### src/linear_array_deque_core_macros.svh
// ----------------------------------------------------------------------------
// linear_array_deque_core_macros.svh
// Assertion macros shared by the deque RTL. Empty under synthesis.
// ----------------------------------------------------------------------------
`ifndef LINEAR_ARRAY_DEQUE_CORE_MACROS_SVH
`define LINEAR_ARRAY_DEQUE_CORE_MACROS_SVH

`ifndef SYNTHESIS

// checked on every edge outside reset
`define LAD_ASSERT(lbl, clk, rst, prop) \
   lbl: assert property (@(posedge clk) disable iff (rst) prop) \
      else $error("lad: assertion failed");

// checked on every edge, reset included
`define LAD_ASSERT_ALWAYS(lbl, clk, prop) \
   lbl: assert property (@(posedge clk) prop) \
      else $error("lad: assertion failed");

`else

`define LAD_ASSERT(lbl, clk, rst, prop)
`define LAD_ASSERT_ALWAYS(lbl, clk, prop)

`endif

`endif

### src/lad_pkg.sv
// ----------------------------------------------------------------------------
// lad_pkg
// Shared types and constants for the linear array deque.
// ----------------------------------------------------------------------------
package lad_pkg;

   // defaults for the top-level parameters
   localparam int LAD_DEPTH      = 8;
   localparam int LAD_DATA_WIDTH = 32;

   // fixed field widths on the ports
   localparam int DATA_W   = 32;
   localparam int OP_W     = 2;
   localparam int STATUS_W = 2;

   // operation codes
   typedef enum logic [OP_W-1:0] {
      OP_INS_HEAD = 2'd0,
      OP_INS_TAIL = 2'd1,
      OP_REM_HEAD = 2'd2,
      OP_REM_TAIL = 2'd3
   } op_type;

   // result status codes
   typedef enum logic [STATUS_W-1:0] {
      STAT_DONE      = 2'd0,
      STAT_OVERFLOW  = 2'd1,
      STAT_UNDERFLOW = 2'd2
   } status_type;

   // controller states
   typedef enum logic [1:0] {
      S_IDLE,
      S_FETCH,
      S_RESP
   } state_type;

   // controller to datapath
   typedef struct packed {
      logic load;     // beat accepted: decide, update pointers, touch RAM
      logic capture;  // RAM read data is valid: take it as the result value
   } ctl_cmd_type;

   // datapath to controller
   typedef struct packed {
      logic fetch;    // the pending beat is a removal that reads the RAM
   } dp_stat_type;

endpackage

### src/linear_array_deque_core.sv
// ----------------------------------------------------------------------------
// linear_array_deque_core
// Double-ended queue in a fixed, non-wrapping array of DEPTH slots.
//
//   channel  dir  handshake              payload
//   req      in   req_tvalid/req_tready  tuser: op; tdata: data_in
//   rsp      out  rsp_tvalid/rsp_tready  tdata: data_out; tuser: status, is_empty
//
// One beat in flight at a time. An insert or a refused/underflow beat shows
// its result the cycle after accept; a successful removal first passes
// through a fetch state for the registered slot RAM read. The next beat is
// taken the cycle after the result beat leaves. Synchronous active-high reset
// empties the queue at once; slots keep garbage until written. Stalls on rsp
// hold the result and block req.
// ----------------------------------------------------------------------------
module linear_array_deque_core #(
   parameter int DEPTH      = lad_pkg::LAD_DEPTH,
   parameter int DATA_WIDTH = lad_pkg::LAD_DATA_WIDTH
) (
   input  logic                       clock,
   input  logic                       reset,
   input  logic                       req_tvalid,
   output logic                       req_tready,
   input  logic [lad_pkg::DATA_W-1:0] req_tdata,   // [31:0] data_in
   input  logic [lad_pkg::OP_W-1:0]   req_tuser,   // [1:0] op
   output logic                       rsp_tvalid,
   input  logic                       rsp_tready,
   output logic [lad_pkg::DATA_W-1:0] rsp_tdata,   // [31:0] data_out
   output logic [2:0]                 rsp_tuser    // [1:0] status, [2] is_empty
);
   import lad_pkg::*;

   ctl_cmd_type          cmd;
   dp_stat_type          stat;
   logic [STATUS_W-1:0]  status;
   logic                 is_empty;

   lad_ctrl u_ctrl (
      .clock      (clock),
      .reset      (reset),
      .req_tvalid (req_tvalid),
      .req_tready (req_tready),
      .rsp_tvalid (rsp_tvalid),
      .rsp_tready (rsp_tready),
      .stat       (stat),
      .cmd        (cmd)
   );

   lad_dpath #(
      .DEPTH      (DEPTH),
      .DATA_WIDTH (DATA_WIDTH)
   ) u_dpath (
      .clock    (clock),
      .reset    (reset),
      .cmd      (cmd),
      .stat     (stat),
      .op       (req_tuser),
      .data_in  (req_tdata),
      .data_out (rsp_tdata),
      .status   (status),
      .is_empty (is_empty)
   );

   assign rsp_tuser = {is_empty, status};

endmodule

### src/lad_ram.sv
// ----------------------------------------------------------------------------
// lad_ram
// Generic single-write, single-read RAM with registered read data.
// ----------------------------------------------------------------------------
module lad_ram #(
   parameter int WIDTH = 32,
   parameter int DEPTH = 8
) (
   input  logic                     clock,
   input  logic                     we,
   input  logic [$clog2(DEPTH)-1:0] waddr,
   input  logic [WIDTH-1:0]         wdata,
   input  logic                     re,
   input  logic [$clog2(DEPTH)-1:0] raddr,
   output logic [WIDTH-1:0]         rdata
);

   logic [WIDTH-1:0] mem_ff [DEPTH];
   logic [WIDTH-1:0] rdata_ff;

   // write port
   always_ff @(posedge clock) begin
      if (we) begin
         mem_ff[waddr] <= wdata;
      end
   end

   // registered read port
   always_ff @(posedge clock) begin
      if (re) begin
         rdata_ff <= mem_ff[raddr];
      end
   end

   assign rdata = rdata_ff;

endmodule

### src/lad_ctrl.sv
// ----------------------------------------------------------------------------
// lad_ctrl
// Handshake controller: accept one beat, optionally wait for the RAM read,
// then hold the result until the sink takes it.
// ----------------------------------------------------------------------------
module lad_ctrl (
   input  logic                clock,
   input  logic                reset,
   input  logic                req_tvalid,
   output logic                req_tready,
   output logic                rsp_tvalid,
   input  logic                rsp_tready,
   input  lad_pkg::dp_stat_type stat,
   output lad_pkg::ctl_cmd_type cmd
);
   import lad_pkg::*;

   state_type state_ff;
   state_type state_in;

   // state register
   always_ff @(posedge clock) begin
      if (reset) begin
         state_ff <= S_IDLE;
      end else begin
         state_ff <= state_in;
      end
   end

   // next state
   always_comb begin
      state_in = state_ff;
      case (state_ff)
         S_IDLE: begin
            if (req_tvalid) begin
               state_in = stat.fetch ? S_FETCH : S_RESP;
            end
         end
         S_FETCH: begin
            state_in = S_RESP;
         end
         S_RESP: begin
            if (rsp_tready) begin
               state_in = S_IDLE;
            end
         end
         default: begin
            state_in = S_IDLE;
         end
      endcase
   end

   // outputs
   always_comb begin
      req_tready  = 1'b0;
      rsp_tvalid  = 1'b0;
      cmd.load    = 1'b0;
      cmd.capture = 1'b0;
      case (state_ff)
         S_IDLE: begin
            req_tready = 1'b1;
            cmd.load   = req_tvalid;
         end
         S_FETCH: begin
            cmd.capture = 1'b1;
         end
         S_RESP: begin
            rsp_tvalid = 1'b1;
         end
         default: begin
            req_tready = 1'b0;
         end
      endcase
   end

endmodule

### src/lad_dpath.sv
// ----------------------------------------------------------------------------
// lad_dpath
// Deque datapath: head/tail pointers, empty flag, slot RAM and result regs.
// ----------------------------------------------------------------------------
`include "linear_array_deque_core_macros.svh"

module lad_dpath #(
   parameter int DEPTH      = lad_pkg::LAD_DEPTH,
   parameter int DATA_WIDTH = lad_pkg::LAD_DATA_WIDTH
) (
   input  logic                         clock,
   input  logic                         reset,
   input  lad_pkg::ctl_cmd_type         cmd,
   output lad_pkg::dp_stat_type         stat,
   input  logic [lad_pkg::OP_W-1:0]     op,
   input  logic [lad_pkg::DATA_W-1:0]   data_in,
   output logic [lad_pkg::DATA_W-1:0]   data_out,
   output logic [lad_pkg::STATUS_W-1:0] status,
   output logic                         is_empty
);
   import lad_pkg::*;

   localparam int PTR_W = $clog2(DEPTH);
   localparam logic [PTR_W-1:0] LAST = PTR_W'(DEPTH - 1);
   localparam logic [PTR_W-1:0] ONE  = PTR_W'(1);

   logic [PTR_W-1:0]      head_ff, head_in;
   logic [PTR_W-1:0]      tail_ff, tail_in;
   logic                  empty_ff, empty_in;
   logic [DATA_W-1:0]     data_out_ff, data_out_in;
   status_type            status_ff, status_in;
   logic                  is_empty_ff;

   logic                  ram_we, ram_re;
   logic [PTR_W-1:0]      ram_waddr, ram_raddr;
   logic [DATA_WIDTH-1:0] ram_wdata, ram_rdata;
   op_type                op_cur;
   logic                  is_insert;

   assign op_cur    = op_type'(op);
   assign is_insert = (op_cur == OP_INS_HEAD) || (op_cur == OP_INS_TAIL);
   // value kept in the low DATA_WIDTH bits, zero filled above 32
   assign ram_wdata = DATA_WIDTH'({32'd0, data_in});

   // removal of a live element needs a RAM read cycle
   assign stat.fetch = !is_insert && !empty_ff;

   // operation decode: pointer moves, RAM access, status
   always_comb begin
      head_in   = head_ff;
      tail_in   = tail_ff;
      empty_in  = empty_ff;
      status_in = STAT_DONE;
      ram_we    = 1'b0;
      ram_waddr = '0;
      ram_re    = 1'b0;
      ram_raddr = head_ff;
      if (is_insert) begin
         if (empty_ff) begin
            head_in  = '0;
            tail_in  = '0;
            empty_in = 1'b0;
            ram_we   = cmd.load;
         end else if (op_cur == OP_INS_HEAD) begin
            if (head_ff == '0) begin
               status_in = STAT_OVERFLOW;
            end else begin
               head_in   = head_ff - ONE;
               ram_we    = cmd.load;
               ram_waddr = head_ff - ONE;
            end
         end else begin
            if (tail_ff == LAST) begin
               status_in = STAT_OVERFLOW;
            end else begin
               tail_in   = tail_ff + ONE;
               ram_we    = cmd.load;
               ram_waddr = tail_ff + ONE;
            end
         end
      end else begin
         if (empty_ff) begin
            status_in = STAT_UNDERFLOW;
         end else begin
            ram_re    = cmd.load;
            ram_raddr = (op_cur == OP_REM_HEAD) ? head_ff : tail_ff;
            if (head_ff == tail_ff) begin
               head_in  = '0;
               tail_in  = '0;
               empty_in = 1'b1;
            end else if (op_cur == OP_REM_HEAD) begin
               head_in = head_ff + ONE;
            end else begin
               tail_in = tail_ff - ONE;
            end
         end
      end
   end

   // result value: zero on accept, RAM data on capture
   always_comb begin
      data_out_in = data_out_ff;
      if (cmd.load) begin
         data_out_in = '0;
      end else if (cmd.capture) begin
         data_out_in = DATA_W'(ram_rdata);
      end
   end

   // control state
   always_ff @(posedge clock) begin
      if (reset) begin
         head_ff  <= '0;
         tail_ff  <= '0;
         empty_ff <= 1'b1;
      end else if (cmd.load) begin
         head_ff  <= head_in;
         tail_ff  <= tail_in;
         empty_ff <= empty_in;
      end
   end

   // result registers
   always_ff @(posedge clock) begin
      data_out_ff <= data_out_in;
      if (cmd.load) begin
         status_ff   <= status_in;
         is_empty_ff <= empty_in;
      end
   end

   lad_ram #(
      .WIDTH (DATA_WIDTH),
      .DEPTH (DEPTH)
   ) u_ram (
      .clock (clock),
      .we    (ram_we),
      .waddr (ram_waddr),
      .wdata (ram_wdata),
      .re    (ram_re),
      .raddr (ram_raddr),
      .rdata (ram_rdata)
   );

   assign data_out = data_out_ff;
   assign status   = status_ff;
   assign is_empty = is_empty_ff;

   // checks
   `LAD_ASSERT_ALWAYS(a_reset_empty, clock, reset |=> (empty_ff && head_ff == '0 && tail_ff == '0))
   `LAD_ASSERT(a_empty_ptrs, clock, reset, empty_ff |-> (head_ff == '0 && tail_ff == '0))
   `LAD_ASSERT(a_head_le_tail, clock, reset, !empty_ff |-> (head_ff <= tail_ff))
   `LAD_ASSERT(a_ram_one_port, clock, reset, !(ram_we && ram_re))

endmodule
### config.mk
export PLATFORM = sky130hd
export DESIGN_NAME = linear_array_deque_core
export DESIGN_NICKNAME = d
export VERILOG_FILES = /design/src/lad_pkg.sv /design/src/linear_array_deque_core.sv /design/src/lad_ram.sv /design/src/lad_ctrl.sv /design/src/lad_dpath.sv
export VERILOG_INCLUDE_DIRS = /design/src /design/src/src
export SDC_FILE = /design/constraint.sdc
export NUM_CORES = 1
export LEC_CHECK = 0
export BUFFER_PORTS_ARGS = -buffer_cell sky130_fd_sc_hd__buf_2
export CAP_MARGIN = 20
export CORE_ASPECT_RATIO = 1.5
export CORE_MARGIN = 5
export CORE_UTILIZATION = 55
export CTS_CLUSTER_DIAMETER = 40
export DETAILED_ROUTE_END_ITERATION = 7
export PLACE_DENSITY_LB_ADDON = 0.3
export SETUP_SLACK_MARGIN = 0.05
export SLEW_MARGIN = 25
export SYNTH_ARGS = -nofsm -noshare
export SYNTH_HDL_FRONTEND = slang
export SYNTH_SLANG_ARGS = --single-unit
### constraint.sdc
create_clock -name clock -period 3.1 [get_ports clock]
set_input_delay 0.155 -clock clock [delete_from_list [all_inputs] [get_ports clock]]
set_output_delay 0.155 -clock clock [all_outputs]
set_load 0.01 [all_outputs]
==> run metrics <==
final hold vios 0; clock skew 13.0 ps; Initial DRC Count 513; post-synthesis sequential area ratio 73.3%; core region area 0.0236 mm2; GR met2 Demand/Resource 33.3%; antenna violations before repair 0; Post-synth EDFFs 291; layout cell share with drive strength beyond 1 17.6%; RSZ-0062 raised after global routing false; diodes inserted 0; post-route ant nets 0; vias in the first global route 7385; max_cap viols 0; maximum clock rate 408 MHz; grt total ovfl 0; maximum root-to-sink buffer count 3; met3 Track Usage GR 2.83%; Cells after Synth 842; total track usage 19.2%; Leak Pwr 5.72 nW; Max transition margin 58.6%; routed vias 7262; Clock Sinks 332; Die ar. 0.0269 mm2; crit path DAT 2690 ps; Post CTS Setup Buffer Count 0; Root Buffer clkbuf_16; die width 136 um; status completed; HPWL Detailed 13400 um; r2r startpoint u_dpath.head_ff[0]; clock-pin slew on the worst setup and hold paths 60 ps; Routed wire per std cell 19.6 um; CP max FO 32; # H-tree levels 1; syn nets 887; most common cell in the netlist edfxtp_1; HP Class primary input to flip-flop; Port Buffer Count 74; Initial Util 55.3%; synthesis-stage register bit count 332; endpoint class of the critical path flip-flop; post-CTS sizing 0; Layout Nets 993; reg2reg end u_dpath.u_ram.mem_ff[2][15]; first-pass GRT wire length 40000 um; main flop type after synthesis edfxtp_1; Area Overhead vs Synth 17.1%; area leader, netlist edfxtp_1; Ports 75; Placement Rows 69; Mean Syn Cell Area 15.5 um2; Routed WL 25400 um; latest clock arrival within the worst-skew pair 570 ps; final instance area 0.0153 mm2; maximum vdd ir drop 469 uV; FFs w/ async S/R, synth 0%; WP data required 3340 ps; CP startpoint kind flip-flop; RD Place Congestion 0.812; DIE HEIGHT 199 um; Worst Hold End u_dpath.is_empty; cts hold-fix bufs 35; PD cells 611 mW/mm2; min-delay src req_tuser[1]; post-synth top area share 67.1%; Final Cycle Share 79.1%; distinct cell type count of the synthesized netlist 45; largest net degree at the start of global routing 89; grt met1 use 24.7%; Post-synth top cells edfxtp_1 (291), a21oi_1 (70), mux2i_1 (67); worst r2r path cells 8; GRT busiest layer met2; Final min period 2450 ps; Synth warnings 0; CTS tree yes; top area cells in the synthesized netlist edfxtp_1 (67%), dfxtp_1 (6.3%), mux2i_1 (5.1%); CTS Buf Count 31; worst reg2reg setup slack 650 ps; placed inst area 0.0139 mm2; worst hold stages 2; Final setup viols 0; routed vias/inst 5.62; Worst Max-Slew Pin Slew 617 ps; WS Path Type flip-flop to flip-flop; Synth Cell Area 0.0130 mm2; Post-route DRC 0; max-slew violations 0; final hold slack 62.9 ps; TritonRoute pass-1 iters 5
power breakdown:
group	total, mW	internal, mW	switching (mW)
clock network	3.78	2.17	1.61
registers	4.95	4.92	0.0281
logic	0.595	0.252	0.343
cells by family after synthesis:
kind of cell | Yosys count | share of synthesized area [%]
compound gates | 221 | 12.3
xor+xnor | 3 | 0.202
fa+ha+maj | 7 | 0.672
buf+inv | 97 | 3.72
flops | 332 | 73.3
mux | 70 | 5.49
simple gates | 112 | 4.27
worst max-delay path by stage:
stage                                   from                     endpoint  slack [ps]  cells past startpoint
after floorplan           u_dpath.head_ff[0]   u_dpath.u_ram.mem_ff[6][0]         -50                      8
after global placement    u_dpath.head_ff[0]  u_dpath.u_ram.mem_ff[0][26]         660                      8
after detailed placement  u_dpath.head_ff[0]  u_dpath.u_ram.mem_ff[0][17]         670                      8
after CTS                 u_dpath.head_ff[0]  u_dpath.u_ram.mem_ff[0][17]         660                      8
after global routing      u_dpath.head_ff[0]  u_dpath.u_ram.mem_ff[0][17]         490                      8
final                     u_dpath.head_ff[0]  u_dpath.u_ram.mem_ff[2][15]         650                      8
metal layers:
| metal | vias up | wire length, um | share of wire, % |
|---|---|---|---|
| met3 | 43 | 1180 | 4.6 |
| met1 | 3605 | 10400 | 41 |
| met2 | 183 | 13200 | 52 |
| li1 | 3431 | - | - |
| met5 | - | 0 | 0 |
| met4 | 0 | 581 | 2.3 |
worst max-delay path, cell delays in order, from the launching register on:
cell,delay (ps)
dfxtp_1,500
inv_1,80
ha_1,240
ha_1,200
nor2_1,180
o31a_1,180
nand2_1,240
nor2_4,200
buf_12,250
layout by cell type (no fill, tap or decap), types with 5 or more instances in the layout:
master         count
mux2i_1           65
buf_4              5
inv_1             43
clkbuf_1           5
nor2_4             9
dlygate4sd3_1     35
o21ai_0           36
a21oi_1           70
nor2_1            14
edfxtp_1         291
a221oi_2          10
nand2_1           42
nand2b_1          35
buf_2             74
ha_1               7
clkinv_4           5
a22o_1            32
a221oi_1          22
dfxtp_1           41
clkbuf_16         31
buf_12            13
a31o_1            32
layout make-up:
class                   instances  area (um2)
clock inverters                19         195
fillers                      1674        8310
flip-flops and latches        332        9560
multi-input cells             413        3090
inverters                      43         161
well taps                     319         399
clock buffers                  39         836
repair buffers                127        1020
metrics by stage:
step | total power, mW | cells | setup TNS (ps) | setup slack [ps] | utilization [%]
floorplan | 5.44 | 842 | -10520 | -51.2 | -
global placement | 5.60 | 1199 | 0 | 659 | 58.9
detailed placement | 5.61 | 1199 | 0 | 671 | 58.9
CTS | 9.41 | 1292 | 0 | 661 | 64.7
global route | 9.64 | 1292 | 0 | 491 | 64.7
finish | 9.33 | 1292 | 0 | 649 | 64.7
state kept, by name, summed over array words and instances (netlist names):
register	count
u_dpath.tail_ff	3
u_dpath.empty_ff	1
u_ctrl.state_ff	2
u_dpath.u_ram.rdata	32
u_dpath.u_ram.mem_ff	256
u_dpath.status	2
u_dpath.data_out	32
u_dpath.is_empty	1
u_dpath.head_ff	3
(Power assumes the default switching activity.)
